### config.mk
export PLATFORM = sky130hd
export DESIGN_NAME = tcp_handshake_engine_top
export DESIGN_NICKNAME = d
export VERILOG_FILES = /design/src/sv/tcph_pkg.sv /design/src/sv/tcp_handshake_engine_top.sv /design/src/sv/tcph_step.sv
export SDC_FILE = /design/constraint.sdc
export NUM_CORES = 1
export LEC_CHECK = 0
export BUFFER_PORTS_ARGS = -buffer_cell sky130_fd_sc_hd__buf_2
export CORE_MARGIN = 2
export CORE_UTILIZATION = 44
export CTS_CLUSTER_SIZE = 14
export DETAILED_ROUTE_END_ITERATION = 6
export MAX_ROUTING_LAYER = met4
export SLEW_MARGIN = 20
export SYNTH_ARGS = -nofsm -noshare
export SYNTH_HDL_FRONTEND = slang
export SYNTH_SLANG_ARGS = --single-unit
export TNS_END_PERCENT = 1
### constraint.sdc
create_clock -name clk -period 8.79 [get_ports clk]
set_input_delay 0.879 -clock clk [delete_from_list [all_inputs] [get_ports clk]]
set_output_delay 0.879 -clock clk [all_outputs]
set_load 0.02 [all_outputs]
### src/sv/tcph_pkg.sv
`timescale 1ns / 1ps
// Shared types and constants for the TCP handshake engine.
package tcph_pkg;

  localparam int unsigned SeqW  = 32;
  localparam int unsigned PortW = 16;
  localparam int unsigned FlagW = 2;

  localparam logic [PortW-1:0] LocalPortReset = 16'd5678;

  localparam logic [FlagW-1:0] FlNone   = 2'b00;
  localparam logic [FlagW-1:0] FlSyn    = 2'b01;
  localparam logic [FlagW-1:0] FlAck    = 2'b10;
  localparam logic [FlagW-1:0] FlSynAck = 2'b11;

  typedef enum logic [1:0] {
    ACT_LISTEN  = 2'd0,
    ACT_CONNECT = 2'd1,
    ACT_SEGMENT = 2'd2,
    ACT_TIMEOUT = 2'd3
  } action_t;

  typedef enum logic [2:0] {
    PH_CLOSED      = 3'd0,
    PH_LISTEN      = 3'd1,
    PH_SYN_SENT    = 3'd2,
    PH_SYN_RECV    = 3'd3,
    PH_ESTABLISHED = 3'd4
  } phase_t;

  typedef struct packed {
    action_t            action;
    logic [FlagW-1:0]   seg_flags;
    logic [SeqW-1:0]    seg_seq;
    logic [SeqW-1:0]    seg_ack;
    logic [PortW-1:0]   peer_port;
    logic [SeqW-1:0]    new_isn;
  } item_t;

  typedef struct packed {
    phase_t             phase;
    logic [SeqW-1:0]    send_initial;
    logic [SeqW-1:0]    send_unacked;
    logic [SeqW-1:0]    send_next;
    logic [SeqW-1:0]    recv_initial;
    logic [SeqW-1:0]    recv_next;
    logic [PortW-1:0]   remote_port;
    logic               syn_resent;
  } conn_t;

  typedef struct packed {
    logic               send_valid;
    logic [FlagW-1:0]   flags;
    logic [SeqW-1:0]    seq;
    logic [SeqW-1:0]    ack;
    logic [PortW-1:0]   dst_port;
    phase_t             conn_state;
    logic               became_established;
  } result_t;

endpackage

### src/sv/tcp_handshake_engine_top.sv
`timescale 1ns / 1ps
// Top level of the TCP handshake engine: input register, step logic, result register.
// A beat accepted into the input register reaches the outputs through the result register.
// Throughput: one beat per cycle unless out_stall holds a full result register; the
// connection state updates as a beat leaves the input register, so the next beat sees it.
// Reset: phase closed, sequence numbers and peer port zero, local_port 5678,
// both pipeline registers empty.
module tcp_handshake_engine_top (
  input  logic                        clk,
  input  logic                        rst,
  input  logic                        cfg_valid,
  output logic                        cfg_ready,
  input  logic [tcph_pkg::PortW-1:0]  cfg_data,
  input  logic                        in_valid,
  output logic                        in_stall,
  input  logic [1:0]                  action,
  input  logic [tcph_pkg::FlagW-1:0]  seg_flags,
  input  logic [tcph_pkg::SeqW-1:0]   seg_seq,
  input  logic [tcph_pkg::SeqW-1:0]   seg_ack,
  input  logic [tcph_pkg::PortW-1:0]  peer_port,
  input  logic [tcph_pkg::SeqW-1:0]   new_isn,
  output logic                        out_valid,
  input  logic                        out_stall,
  output logic                        send_valid,
  output logic [tcph_pkg::FlagW-1:0]  out_flags,
  output logic [tcph_pkg::SeqW-1:0]   out_seq,
  output logic [tcph_pkg::SeqW-1:0]   out_ack,
  output logic [tcph_pkg::PortW-1:0]  out_dst_port,
  output logic [2:0]                  conn_state,
  output logic                        became_established
);

  logic [tcph_pkg::PortW-1:0] local_port;
  logic                       item_valid;
  tcph_pkg::item_t            item;
  tcph_pkg::conn_t            conn;
  tcph_pkg::conn_t            conn_next;
  tcph_pkg::result_t          step_result;
  tcph_pkg::result_t          result;
  logic                       advance;

  assign advance   = item_valid && (!out_valid || !out_stall);
  assign in_stall  = item_valid && out_valid && out_stall;
  assign cfg_ready = !item_valid;

  tcph_step u_step (
    .item      (item),
    .conn      (conn),
    .conn_next (conn_next),
    .result    (step_result)
  );

  always_ff @(posedge clk) begin
    if (rst) begin
      local_port <= tcph_pkg::LocalPortReset;
    end else if (cfg_valid && cfg_ready) begin
      local_port <= cfg_data;
    end
  end

  // input register
  always_ff @(posedge clk) begin
    if (rst) begin
      item_valid <= 1'b0;
    end else if (!in_stall) begin
      item_valid <= in_valid;
    end
  end

  always_ff @(posedge clk) begin
    if (in_valid && !in_stall) begin
      item.action    <= tcph_pkg::action_t'(action);
      item.seg_flags <= seg_flags;
      item.seg_seq   <= seg_seq;
      item.seg_ack   <= seg_ack;
      item.peer_port <= peer_port;
      item.new_isn   <= new_isn;
    end
  end

  // connection state; all-zero is phase closed
  always_ff @(posedge clk) begin
    if (rst) begin
      conn <= '0;
    end else if (advance) begin
      conn <= conn_next;
    end
  end

  // result register
  always_ff @(posedge clk) begin
    if (rst) begin
      out_valid <= 1'b0;
    end else if (advance) begin
      out_valid <= 1'b1;
    end else if (!out_stall) begin
      out_valid <= 1'b0;
    end
  end

  always_ff @(posedge clk) begin
    if (advance) begin
      result <= step_result;
    end
  end

  assign send_valid         = result.send_valid;
  assign out_flags          = result.flags;
  assign out_seq            = result.seq;
  assign out_ack            = result.ack;
  assign out_dst_port       = result.dst_port;
  assign conn_state         = result.conn_state;
  assign became_established = result.became_established;

  a_done_means_established: assert property (@(posedge clk) disable iff (rst)
    out_valid && became_established |-> conn_state == tcph_pkg::PH_ESTABLISHED)
    else $error("handshake completion without established state");

  a_quiet_result_zero: assert property (@(posedge clk) disable iff (rst)
    out_valid && !send_valid |-> out_flags == tcph_pkg::FlNone && out_seq == '0 &&
                                 out_ack == '0 && out_dst_port == '0)
    else $error("segment fields nonzero with no segment to send");

  a_bare_syn_no_ack: assert property (@(posedge clk) disable iff (rst)
    out_valid && send_valid && out_flags == tcph_pkg::FlSyn |-> out_ack == '0)
    else $error("bare SYN carries an acknowledgement");

  a_state_holds_on_stall: assert property (@(posedge clk) disable iff (rst)
    !advance |=> $stable(conn))
    else $error("connection state changed without a beat advancing");

  a_reset_closed: assert property (@(posedge clk)
    $past(rst) |-> conn.phase == tcph_pkg::PH_CLOSED && !item_valid && !out_valid)
    else $error("reset did not close the connection");

endmodule

### src/sv/tcph_step.sv
`timescale 1ns / 1ps
// Handshake step logic: next connection state and control segment for one item.
module tcph_step (
  input  tcph_pkg::item_t   item,
  input  tcph_pkg::conn_t   conn,
  output tcph_pkg::conn_t   conn_next,
  output tcph_pkg::result_t result
);

  logic syn;
  logic ackf;
  logic is_seg;
  logic synack_ok;
  logic dup_synack;
  logic dup_syn;
  logic final_ack;
  logic passive_syn;
  logic [tcph_pkg::SeqW-1:0] isn_plus1;
  logic [tcph_pkg::SeqW-1:0] seq_plus1;
  tcph_pkg::phase_t phase_next;
  logic done;

  assign syn    = item.seg_flags[0];
  assign ackf   = item.seg_flags[1];
  assign is_seg = (item.action == tcph_pkg::ACT_SEGMENT);

  assign isn_plus1 = item.new_isn + tcph_pkg::SeqW'(1);
  assign seq_plus1 = item.seg_seq + tcph_pkg::SeqW'(1);

  assign synack_ok   = is_seg && conn.phase == tcph_pkg::PH_SYN_SENT && syn && ackf &&
                       item.seg_ack == conn.send_next;
  assign dup_synack  = is_seg && conn.phase == tcph_pkg::PH_ESTABLISHED && syn && ackf &&
                       item.seg_seq == conn.recv_initial && item.seg_ack == conn.send_next;
  assign dup_syn     = is_seg && conn.phase == tcph_pkg::PH_SYN_RECV && syn && !ackf &&
                       item.seg_seq == conn.recv_initial;
  assign final_ack   = is_seg && conn.phase == tcph_pkg::PH_SYN_RECV && ackf && !syn &&
                       item.seg_ack == conn.send_next && item.seg_seq == conn.recv_next;
  assign passive_syn = is_seg && conn.phase == tcph_pkg::PH_LISTEN && syn && !ackf;

  // next phase
  always_comb begin
    phase_next = conn.phase;
    done       = 1'b0;
    case (item.action)
      tcph_pkg::ACT_LISTEN:  phase_next = tcph_pkg::PH_LISTEN;
      tcph_pkg::ACT_CONNECT: phase_next = tcph_pkg::PH_SYN_SENT;
      tcph_pkg::ACT_SEGMENT: begin
        if (synack_ok || final_ack) begin
          phase_next = tcph_pkg::PH_ESTABLISHED;
          done       = 1'b1;
        end else if (passive_syn) begin
          phase_next = tcph_pkg::PH_SYN_RECV;
        end
      end
      default: ;
    endcase
  end

  // sequence state and outgoing segment
  always_comb begin
    conn_next        = conn;
    conn_next.phase  = phase_next;
    result           = '0;
    case (item.action)
      tcph_pkg::ACT_CONNECT: begin
        conn_next.remote_port  = item.peer_port;
        conn_next.send_initial = item.new_isn;
        conn_next.send_unacked = item.new_isn;
        conn_next.send_next    = isn_plus1;
        result.send_valid      = 1'b1;
        result.flags           = tcph_pkg::FlSyn;
        result.seq             = item.new_isn;
        result.dst_port        = item.peer_port;
      end
      tcph_pkg::ACT_SEGMENT: begin
        if (synack_ok) begin
          conn_next.recv_initial = item.seg_seq;
          conn_next.recv_next    = seq_plus1;
          conn_next.send_unacked = item.seg_ack;
          result.send_valid      = 1'b1;
          result.flags           = tcph_pkg::FlAck;
          result.seq             = conn.send_next;
          result.ack             = seq_plus1;
          result.dst_port        = conn.remote_port;
        end else if (dup_synack) begin
          result.send_valid = 1'b1;
          result.flags      = tcph_pkg::FlAck;
          result.seq        = conn.send_next;
          result.ack        = conn.recv_next;
          result.dst_port   = conn.remote_port;
        end else if (dup_syn) begin
          result.send_valid = 1'b1;
          result.flags      = tcph_pkg::FlSynAck;
          result.seq        = conn.send_initial;
          result.ack        = conn.recv_next;
          result.dst_port   = conn.remote_port;
        end else if (final_ack) begin
          conn_next.send_unacked = item.seg_ack;
        end else if (passive_syn) begin
          conn_next.remote_port  = item.peer_port;
          conn_next.recv_initial = item.seg_seq;
          conn_next.recv_next    = seq_plus1;
          conn_next.send_initial = item.new_isn;
          conn_next.send_unacked = item.new_isn;
          conn_next.send_next    = isn_plus1;
          conn_next.syn_resent   = 1'b0;
          result.send_valid      = 1'b1;
          result.flags           = tcph_pkg::FlSynAck;
          result.seq             = item.new_isn;
          result.ack             = seq_plus1;
          result.dst_port        = item.peer_port;
        end
      end
      tcph_pkg::ACT_TIMEOUT: begin
        if (conn.phase == tcph_pkg::PH_SYN_SENT) begin
          conn_next.syn_resent = 1'b1;
          result.send_valid    = 1'b1;
          result.flags         = tcph_pkg::FlSyn;
          result.seq           = conn.send_initial;
          result.dst_port      = conn.remote_port;
        end else if (conn.phase == tcph_pkg::PH_SYN_RECV) begin
          result.send_valid = 1'b1;
          result.flags      = tcph_pkg::FlSynAck;
          result.seq        = conn.send_initial;
          result.ack        = conn.recv_next;
          result.dst_port   = conn.remote_port;
        end
      end
      default: ;
    endcase
    result.conn_state         = phase_next;
    result.became_established = done;
  end

endmodule

== Word level (Yosys, flattened, before mapping) ==
Cells that the tools add are included.
Cells by class
  $add $sub $neg: 2
  equal/unequal tests: 19
  muxes and demuxes: 31
  reduce and logical (&&, ||, !) cells: 37
Operators by type and width (count)
  177-bit 2-to-1 mux: 3
  83-bit 2-to-1 mux: 6
  32-bit 2-to-1 mux: 6
  96-bit case mux with 2 select lines: 1
  113-bit 2-to-1 mux: 1
  35-bit case mux with 3 select lines: 1
  32-bit equality test: 3
  32-bit by 1-bit adder with 32-bit output, second input constant: 2
  64-bit 2-to-1 mux: 1
  32-bit case mux with 2 select lines: 1
  16-bit case mux with 3 select lines: 1
  35-bit 2-to-1 mux: 1
  16-bit case mux with 2 select lines: 1
  1-bit logical AND: 24
  17-bit 2-to-1 mux: 1
  16-bit 2-to-1 mux: 1
  2-bit != test, second input constant: 5
  3-bit case mux with 3 select lines: 1
  2-bit by 1-bit != test with 1-bit output, second input constant: 4
  7-bit AND reduction: 1
  3-bit by 2-bit equality test with 1-bit output, second input constant: 2
  1-bit zero test: 6
  3-bit 2-to-1 mux: 2
  6-bit AND reduction: 1
  other kinds (8): 13
Storage, ports and cells
  bits in registers: 352

== Depth between registers and ports, before layout ==
  depth after elaboration: 11
  gate-level depth with buffers: 11

== Hierarchy ==
From an unflattened synthesis, not the netlist that was laid out.
Second synthesis, totals
  cells, all modules: 2161
  area, all modules: 21625.7 µm²
Modules (own cells, without submodules)
  tcp_handshake_engine_top: instances 1, cells each 994, area an instance 14179.8 µm², sequential area each 9739.3 µm²
  tcph_step: instances 1, cells each 1167, area an instance 7445.9 µm², sequential area each 0.0 µm²

== Worst setup path after synthesis ==
Ideal clock, no wire load.
  path kind: in2reg
  start: input out_stall
  end: register, netlist name item[0]
  arrival time: 6206 ps
  required time: 8186 ps
  path slack: 1980 ps
  cell stages on the path: 3
  cells stage by stage: nand2_1 > nor2_1 > nor2b_1
Between the ends
  cells in the longest elaborated chain, start to end: 3
RTL lines
  start: declaration: line tcp_handshake_engine_top.sv:23  | input logic out_stall,
  1-bit logical AND: line tcp_handshake_engine_top.sv:43  | assign in_stall = item_valid && out_valid && out_stall;
  net in_stall: line tcp_handshake_engine_top.sv:15  | output logic in_stall,
  1-bit zero test: line tcp_handshake_engine_top.sv:71  | if (in_valid && !in_stall) begin
  1-bit logical AND: line tcp_handshake_engine_top.sv:71
The timed path passes the listed nets, and every way through them passes these cells.
A chain may end at the register's enable or synchronous reset.

==> results_dict.tcl <==
set metrics [dict create \
    syn-num-nets 1437 \
    clock_sinks 352 \
    drv_cap 0 \
    layout_common_cells "208 x buf_2, 203 x edfxtp_1, 199 x nand2_1, 149 x dfxtp_1, 116 x nor2_1" \
    layout_commonest_cell "buf_2" \
    synth_area_leaders "edfxtp_1 41%, dfxtp_1 20%, xor2_1 6.5%, nand2_1 5.1%, a211oi_1 3.1%" \
    dr_wl_met2_um 17090 \
    tns_ps 0 \
    post_cts_buffers 0 \
    skew_ps 25.64 \
    max_slew_margin 0.3386 \
    grt_start_max_net_pins 111 \
    cp-start-kind "register" \
    cts_tree "built" \
    setup_viol 0 \
    grt_pass1_vias 9627 \
    insertion_delay_ps 530 \
    wl_per_cell_um 18.45 \
    async_flop_share 0 \
    drv_slew 0 \
    die_area_mm2 0.03489 \
    start_util 0.4496 \
    synth_seq_cells 352 \
    fin_area_mm2 0.01736 \
    peakVddDrop_mv 0.1198 \
    first_pass_iters 5 \
    reg2reg_depth 8 \
    grt_pass1_wl_um 55130 \
    syn_inst 1298 \
    cts_hold_buffers 0 \
    cts-resized-gates 0 \
    die_w_um 186.8 \
    postSynthAreaPerCell_um2 11.33 \
    die_y_um 186.8 \
    endpoint_kind "register" \
    cts_root_buffer "clkbuf_16" \
    synth_edf_count 203 \
    syn_area_mm2 0.01470 \
    holdWs_ps 452.9 \
    cp_data_required_time_ps 9170 \
    coreArea_mm2 0.03270 \
    status "complete, no violations" \
    rsz0062_at_grt "false" \
    powerDensity_mw_per_mm2 213.4 \
    io_pins 227 \
    synth_cell_types 50 \
    yosysSeqAreaShare 0.6175 \
    critPathCapture "out_dst_port[14]$_DFFE_PP_" \
    antenna_left 0 \
    finalNetCount 1603 \
    htreeDepth 2 \
    ys.flop_type "edfxtp_1" \
    instances_no_fill 1940 \
    timing.final.crit_share 0.4158 \
    synth_area_leader_cell "edfxtp_1" \
    placed_cell_area_mm2 0.01604 \
    n_fill_cell 2908 \
    antenna_found_initial 4 \
    max_freq_ghz 0.2736 \
    gp_congestion 0.8517 \
    hold_viol 0 \
    wl_met1_um 16130 \
    tightestPinTransition_ps 989.6 \
    startpoint "item[98]$_DFFE_PP_" \
    worstPathArrival_ps 4030 \
    vias_per_cell 5.228 \
    ys.warnings.count 0 \
    reg2reg_slack_ps 5130 \
    drt-initial-drc-count 758 \
    grtUsageTotal 0.2077 \
    overflow 0 \
    hpwl_um 23720 \
    wl_met3_um 1864 \
    final_core_util 0.5308 \
    drc 0 \
    path_max_fanout 35 \
    drive_above_1_share 0.1901 \
    fin_crit_ps 3655 \
    fp-row-count 66 \
    topRoutingLayerUsed "met4" \
    area_growth_pct 18.06 \
    criticalPathCategory "reg2reg" \
    cts_buffers 38 \
    num_vias 10143 \
    p_leak_uw 0.006334 \
    cts.path.max_buffers 3 \
    synth_top_area_share 0.4146 \
    reg2reg_from "item[98]$_DFFE_PP_" \
    r2r_end "out_dst_port[14]$_DFFE_PP_" \
    wirelength_um 35800 \
    clk_transition_reported_paths_ps 60 \
    hold_class "reg2reg" \
    port_buffers 209 \
    placed_cells 1865 \
]
critical path, stage by stage, from the launching register on:
cell,delay (ps)
edfxtp_1,550
xor2_1,220
nor4_1,510
nand4_1,270
o31ai_1,440
nor3b_4,250
buf_4,430
or2_1,590
a22o_1,230
stage by stage:
step / total power, uW / setup WS, ps
floorplan: 2030 / 1980
global placement: 2123 / 5021
detailed placement: 2126 / 4957
CTS: 3732 / 4919
global route: 3825 / 4880
finish: 3703 / 5135
per-layer routing:
layer,global-route usage,up-vias
met4,0.05800,0
met1,0.2811,4770
met2,0.3270,337
li1,-,4978
met3,0.03047,58
met5,-,-
area by class of cell:
class | instances | area (um2) | share of cell area
Clock buffer | 57 | 1136 | 0.06546
Tap cell | 442 | 553.0 | 0.03186
Timing Repair Buffer | 219 | 1147 | 0.06610
Sequential cell | 352 | 9079 | 0.5231
Multi-Input combinational cell | 843 | 5254 | 0.3027
Clock inverter | 13 | 137.6 | 0.007930
Inverter | 10 | 40.04 | 0.002307
Antenna cell | 4 | 10.01 | 0.0005767
where the power goes:
group	internal (uW)	leakage (uW)	switching, uW
sequential	1810	0.00316	57.5
combinational	80.7	0.00255	138
clock	981	0.000623	632
cell usage after synthesis, drive strengths merged (2+ instances only):
cell type / n
a211oi: 60
a21oi: 56
a22o: 15
a22oi: 32
and2: 2
and3: 9
and3b: 2
and4: 5
buf: 9
clkbuf: 84
dfxtp: 149
edfxtp: 203
ha: 2
inv: 9
mux2i: 34
nand2: 200
nand2b: 3
nand3: 23
nand3b: 2
nand4: 23
nor2: 116
nor2b: 3
nor3: 11
nor4: 23
o21a: 2
o21ai: 5
o2bb2ai: 32
o31ai: 2
o32ai: 2
or2: 2
or3: 4
or4: 5
xnor2: 48
xor2: 109
state kept, by name, summed over array words and instances, names as in the netlist:
name,flops
became_established,1
conn,147
conn_state,3
item,116
item_valid,1
out_ack,32
out_dst_port,16
out_flags,2
out_seq,32
out_valid,1
send_valid,1
logic make-up (layout without fill, tap and decap cells):
logic type,Yosys count,after routing,synth area share
xor gates and xnor gates,157,157,0.09353
and+or+nand+nor,437,437,0.1327
adders and majority gates,2,2,0.001702
AOI/OAI and AO/OA,213,213,0.1031
buffers and inverters,103,299,0.02834
other,0,4,0
muxes,34,34,0.02315
DFF,352,352,0.6175
worst min path at each step:
stage                            from                endpoint  depth (start not counted)
2_1_floorplan   conn[12]$_SDFFE_PP0P_   conn[12]$_SDFFE_PP0P_                          2
3_3_place_gp    conn[12]$_SDFFE_PP0P_   conn[12]$_SDFFE_PP0P_                          2
3_5_place_dp   conn[169]$_SDFFE_PP0P_  conn[169]$_SDFFE_PP0P_                          2
4_1_cts        conn[173]$_SDFFE_PP0P_  conn[173]$_SDFFE_PP0P_                          2
5_1_grt         conn[13]$_SDFFE_PP0P_   conn[13]$_SDFFE_PP0P_                          2
6_report       conn[175]$_SDFFE_PP0P_  conn[175]$_SDFFE_PP0P_                          2
(Power assumes the default switching activity.)
